**src/rtl/fpa_pkg.sv**
```systemverilog
package fpa_pkg;

	typedef enum logic [3:0] {
		OP_ADD      = 4'd0,
		OP_SUB      = 4'd1,
		OP_MUL      = 4'd2,
		OP_DIV      = 4'd3,
		OP_GE       = 4'd4,
		OP_LE       = 4'd5,
		OP_EQ       = 4'd6,
		OP_NE       = 4'd7,
		OP_MIN      = 4'd8,
		OP_MAX      = 4'd9,
		OP_INC      = 4'd10,
		OP_DEC      = 4'd11,
		OP_FROM_INT = 4'd12,
		OP_TO_INT   = 4'd13
	} op_t;

	// quotient bits resolved in each divider stage
	localparam int DivStepsPerStage = 4;

	// per-request sideband carried alongside the divider
	typedef struct packed {
		logic [31:0] res;
		logic        cmp;
		logic        is_div;
		logic        dz;
		logic        neg;
	} side_t;

endpackage

```
**src/rtl/fpa_div_pipe.sv**
```systemverilog
module fpa_div_pipe #(
	parameter int WORD_WIDTH = 32,
	parameter int FRAC_BITS = 8,
	localparam int NumSteps = WORD_WIDTH + FRAC_BITS,
	localparam int NumStages = (NumSteps + fpa_pkg::DivStepsPerStage - 1)
		/ fpa_pkg::DivStepsPerStage
) (
	input  logic                  clk,
	input  logic [NumStages-1:0]  en,
	input  logic [WORD_WIDTH-1:0] dividend_mag,
	input  logic [WORD_WIDTH-1:0] divisor_mag,
	output logic [WORD_WIDTH-1:0] quotient
);
	import fpa_pkg::*;

	logic [WORD_WIDTH-1:0] rem_s [NumStages];
	logic [WORD_WIDTH-1:0] dvs_s [NumStages];
	logic [NumSteps-1:0]   dq_s  [NumStages];

	for (genvar k = 0; k < NumStages; k++) begin : g_stage
		logic [WORD_WIDTH-1:0] rem_in;
		logic [WORD_WIDTH-1:0] dvs_in;
		logic [NumSteps-1:0]   dq_in;
		logic [WORD_WIDTH-1:0] rem_nx;
		logic [NumSteps-1:0]   dq_nx;

		if (k == 0) begin : g_first
			assign rem_in = '0;
			assign dvs_in = divisor_mag;
			assign dq_in  = {dividend_mag, FRAC_BITS'(0)};
		end else begin : g_next
			assign rem_in = rem_s[k-1];
			assign dvs_in = dvs_s[k-1];
			assign dq_in  = dq_s[k-1];
		end

		// restoring steps: shift in one dividend bit, subtract when it fits
		always_comb begin
			logic [WORD_WIDTH:0] trial;
			logic [WORD_WIDTH:0] diff;
			logic                fits;
			rem_nx = rem_in;
			dq_nx  = dq_in;
			trial  = '0;
			diff   = '0;
			fits   = 1'b0;
			for (int j = 0; j < DivStepsPerStage; j++) begin
				if (k * DivStepsPerStage + j < NumSteps) begin
					trial  = {rem_nx, dq_nx[NumSteps-1]};
					diff   = trial - {1'b0, dvs_in};
					fits   = (trial >= {1'b0, dvs_in});
					rem_nx = fits ? diff[WORD_WIDTH-1:0] : trial[WORD_WIDTH-1:0];
					dq_nx  = {dq_nx[NumSteps-2:0], fits};
				end
			end
		end

		always_ff @(posedge clk) begin
			if (en[k]) begin
				rem_s[k] <= rem_nx;
				dvs_s[k] <= dvs_in;
				dq_s[k]  <= dq_nx;
			end
		end
	end

	assign quotient = dq_s[NumStages-1][WORD_WIDTH-1:0];

endmodule

```
**config.mk**
```make
export PLATFORM = sky130hd
export DESIGN_NAME = fpa_div_pipe
export DESIGN_NICKNAME = d
export VERILOG_FILES = /design/src/rtl/fpa_pkg.sv /design/src/rtl/fpa_div_pipe.sv
export SDC_FILE = /design/constraint.sdc
export NUM_CORES = 2
export LEC_CHECK = 0
export BUFFER_PORTS_ARGS = -buffer_cell sky130_fd_sc_hd__buf_2
export CAP_MARGIN = 20
export CORE_ASPECT_RATIO = 0.8
export CORE_UTILIZATION = 60
export DETAILED_ROUTE_END_ITERATION = 10
export PLACE_DENSITY_LB_ADDON = 0.08
export REMOVE_ABC_BUFFERS = 1
export SLEW_MARGIN = 20
export SYNTH_ARGS = -nofsm -noshare
export SYNTH_HDL_FRONTEND = slang
export SYNTH_SLANG_ARGS = --single-unit
```
**constraint.sdc**
```tcl
create_clock -name clk -period 27.6 [get_ports clk]
set_input_delay 1.38 -clock clk [delete_from_list [all_inputs] [get_ports clk]]
set_output_delay 1.38 -clock clk [all_outputs]
set_load 0.01 [all_outputs]
```
# Word-level counts from Yosys, hierarchy flattened
# Memory sizes are Yosys's and may differ from the RTL's.
# Index checks and enable logic that the tools add are counted.
[classes] add_sub_neg=40 magnitude_cmp=40 mux=60
[op_table] cell="33-bit by 32-bit greater-or-equal comparator with 1-bit output" n=39
[op_table] cell="32-bit 2-to-1 mux" n=40
[op_table] cell="32-bit subtractor" n=39
[op_table] cell="1-bit by 32-bit greater-or-equal comparator with 1-bit output" n=1
[op_table] cell="1-bit by 32-bit subtractor with 32-bit output" n=1
[op_table] cell="1-bit 2-to-1 mux" n=20
[totals] register_bits=0 mem_bits_rw=1040 input_bits=75 wordCells=143 n_memories=3
[memory_table] name="dq_s" depth=10 word_bits=40 read_ports=10 rd_clocked_by_memory_dff=0 write_ports=10 line="fpa_div_pipe.sv:18" source="logic [NumSteps-1:0] dq_s [NumStages];"
[memory_table] name="dvs_s" depth=10 word_bits=32 read_ports=9 rd_clocked_by_memory_dff=0 write_ports=10 line="fpa_div_pipe.sv:17" source="logic [WORD_WIDTH-1:0] dvs_s [NumStages];"
[memory_table] name="rem_s" depth=10 word_bits=32 read_ports=9 rd_clocked_by_memory_dff=0 write_ports=10 line="fpa_div_pipe.sv:16" source="logic [WORD_WIDTH-1:0] rem_s [NumStages];"

# Longest topological paths before layout
# An unclocked memory read counts as a cell.
[depth] word_depth=9 mapped_depth=64 ltp_nobuf=57

# Least setup slack after synthesis
# OpenSTA, ideal clock, no wires.
[synth_path] path_type="reg-to-reg" start="memory dvs_s[4][1]" end="memory rem_s[5][20] (data pin)" setup_time_ns=0.261 arrival_time_ns=12.782 required_time_ns=27.339 slack_ns=14.557 stages_incl_launch_ff=62 path_buffers=8 cell_sequence="edfxtp_1 inv_1 ha_1 nor2b_1 o21a_1 o21ai_0 a21oi_1 a31oi_2 o21ai_1 o2111a_1 o31a_1 clkbuf_1 nor2_2 inv_1 buf_2 buf_2 o21ai_0 inv_1 (+26 left out) clkbuf_1 clkbuf_1 o21ai_0 ha_1 o21ai_0 a21boi_0 o21ai_0 a21boi_0 o31ai_1 o31ai_1 a21oi_1 o221ai_1 nor3_1 o211a_1 mux2_4 inv_4 buf_4 a221o_1"
[synth_lines] element="start: declaration" line="fpa_div_pipe.sv:17"
[synth_lines] element="end: declaration" line="fpa_div_pipe.sv:16"

==> impl_metrics.py <==
metrics = {
    "status": {
        "status": "finished clean",
    },
    "yosys": {
        "synth_edf_count": 832,
        "ys_async_sr_fraction": 0,
        "synth-seq-cells": 832,
        "synth_cell_types": 122,
        "yosysWarningCount": 0,
        "synthCells": 11200,
        "ys_seq_area_frac": 0.251,
        "synth_area_mm2": 0.0996,
        "synth_ff_type": "edfxtp_1",
        "syn_area_per_cell_um2": 8.86,
    },
    "timing": {
        "setup_viol": 0,
        "fmax_mhz": 59.8,
        "slew_violations": 0,
        "period_minus_slack_ns": 16.73,
        "worstMarginPinSlew_ns": 1.12,
        "final_hold_viol_count": 0,
        "clock_skew_ns": 0.0580,
        "tns_ns": 0,
        "rsz0062_at_grt": "false",
        "period_share": 0.606,
        "max-slew-margin-rel": 0.249,
    },
    "cts": {
        "htreeDepth": 3,
        "worstSkewPairLatency_ns": 0.75,
        "cts_tree": "built",
        "clk_pin_slew_worst_paths_ns": 0.07,
        "post_cts_resized": 0,
        "ctsHoldBuffers": 0,
        "cts_buffers": 92,
        "root_buffer": "clkbuf_16",
        "postCtsSetupRepairBufs": 0,
        "clockBufferDepth": 3,
        "cts_sinks": 832,
    },
    "detailed_routing": {
        "wl_per_cell_um": 23.7,
        "vias_per_cell": 6.54,
        "drt_iter0_markers": 9509,
        "wl_um": 320000,
        "via_count": 88400,
        "route.detailed.drc": 0,
        "first_pass_iters": 8,
        "ant_nets": 0,
    },
    "setup_path": {
        "cpPeakStageDelay_ns": 0.90,
        "path_class": "reg2reg",
        "startpoint_type": "register",
        "endpoint_kind": "register",
        "arrival_ns": 17.20,
        "ff2ff_path_depth": 58,
        "crit_buf_inv": 8,
        "path_depth": 58,
        "path_common_cell": "o21ai_0",
        "critPathRequiredTime_ns": 28.06,
        "crit_family": "compound AO/OA/AOI/OAI gates",
        "cp_slowest_cell": "o211a_1",
        "cp_max_fo": 33,
    },
    "die": {
        "design.die.area_mm2": 0.168,
        "coreArea_mm2": 0.165,
        "rows": 133,
        "die-width_um": 457,
        "start_util": 0.605,
        "io_pins": 107,
        "fp.dieH_um": 366,
    },
    "place": {
        "io_buffers": 106,
        "hpwlAfterDp_um": 259000,
        "gp_congestion": 1.02,
        "postPlaceCellArea_mm2": 0.102,
    },
    "final_layout": {
        "area_delta_synth_final_pct": 6.04,
        "layout_commonest_cell": "ha_1",
        "nets": 12600,
        "final_cell_mix": "1244 x ha_1, 1083 x a21oi_1, 832 x edfxtp_1",
        "layout-drive-gt1-share": 0.101,
        "final_area_mm2": 0.106,
    },
    "hold_path": {
        "hold_depth": 0,
        "hp-class": "reg2reg",
    },
    "global_route": {
        "grt_max_degree": 69,
        "grt_pass1_wl_um": 483000,
        "grt-ovfl-total": 0,
        "antenna_found_initial": 16,
        "first_global_vias": 82300,
        "globalRouteTotalUtil": 0.367,
    },
    "job": {
        "maxCapViolCount": 0,
    },
}
## cell type report
type	instances	area, um^2
diodes	3	7.51
clock buffers	100	2330
clock inverters	71	836
fillers	13900	59000
inverters	780	2940
multi-input cells	9411	70800
flip-flops and latches	832	25000
well taps	2160	2700
repair buffers	157	956
## Yosys cell counts, types with 62 or more instances
library cell	instances	area, um^2
buf_2	63	315
nand4_1	173	1080
nor4_1	74	463
o31ai_1	62	465
o21a_1	174	1310
edfxtp_1	832	25000
a21oi_1	1085	5430
inv_1	769	2890
o21bai_1	183	1370
xnor2_1	687	6020
xor2_1	295	2580
nor2b_1	169	1060
ha_1	1244	15600
mux2_2	622	7000
a21o_1	616	4620
a31oi_1	113	707
nand2_1	712	2670
o21ai_0	646	3230
mux2i_1	94	941
and2_1	66	413
clkbuf_1	119	447
and3_1	122	763
nand3_1	225	1130
a211oi_1	85	638
nor2_1	685	2570
nor3_1	207	1040
nand2b_1	147	920
## layer usage
metal,share of wire,vias up,global-route usage
li1,-,42200,-
met1,0.43,41900,0.504
met2,0.44,3674,0.575
met3,0.084,631,0.0607
met4,0.044,8,0.147
met5,0.00015,-,0
## registers in the layout, indices dropped and copies added (netlist names)
signal  cells
dq_s      256
dvs_s     288
rem_s     288
## stage by stage
step	instances	worst slack (ns)	hold WS [ns]	utilization
after global placement	13300	11.43	0.401	0.622
after detailed placement	13300	11.19	0.405	0.622
final	13500	10.87	0.402	0.642
after CTS	13500	11.09	0.394	0.641
after floorplan	11000	11.66	0.400	-
after global routing	13500	9.69	0.410	0.642
## worst paths after layout
kind / start / end / slack (ns)
min reg2reg: dq_s[0][20]$_DFFE_PP_ / dq_s[1][24]$_DFFE_PP_ / 0.40
max: dvs_s[4][1]$_DFFE_PP_ / rem_s[5][10]$_DFFE_PP_ / 10.87
max reg2reg: dvs_s[4][1]$_DFFE_PP_ / rem_s[5][10]$_DFFE_PP_ / 10.87
min: dq_s[0][20]$_DFFE_PP_ / dq_s[1][24]$_DFFE_PP_ / 0.40
## worst reg2reg max path, delay by kind of cell, from the launching register on
kind	cells	cell delay (ns)
buffers and inverters	8	1.29
adder cells (fa/ha/maj)	4	1.29
AO/OA/AOI/OAI	37	11.38
multiplexers	1	0.39
AND/OR/NAND/NOR	8	1.64
flip-flops	1	0.48
## cell families (layout without fill, tap and decap cells)
| kind of cell | after synthesis | in the layout | share of synthesized area |
|---|---|---|---|
| simple gates | 2803 | 2803 | 0.139 |
| mux | 801 | 801 | 0.0911 |
| other cells | 0 | 3 | 0 |
| flops | 832 | 832 | 0.251 |
| xor+xnor | 982 | 982 | 0.0864 |
| compound gates | 3548 | 3548 | 0.231 |
| fa+ha+maj | 1277 | 1277 | 0.163 |
| buf+inv | 994 | 1108 | 0.0391 |
Power is not shown: default switching activity piles up to over one toggle a cycle in this logic, so the estimate is an artifact.
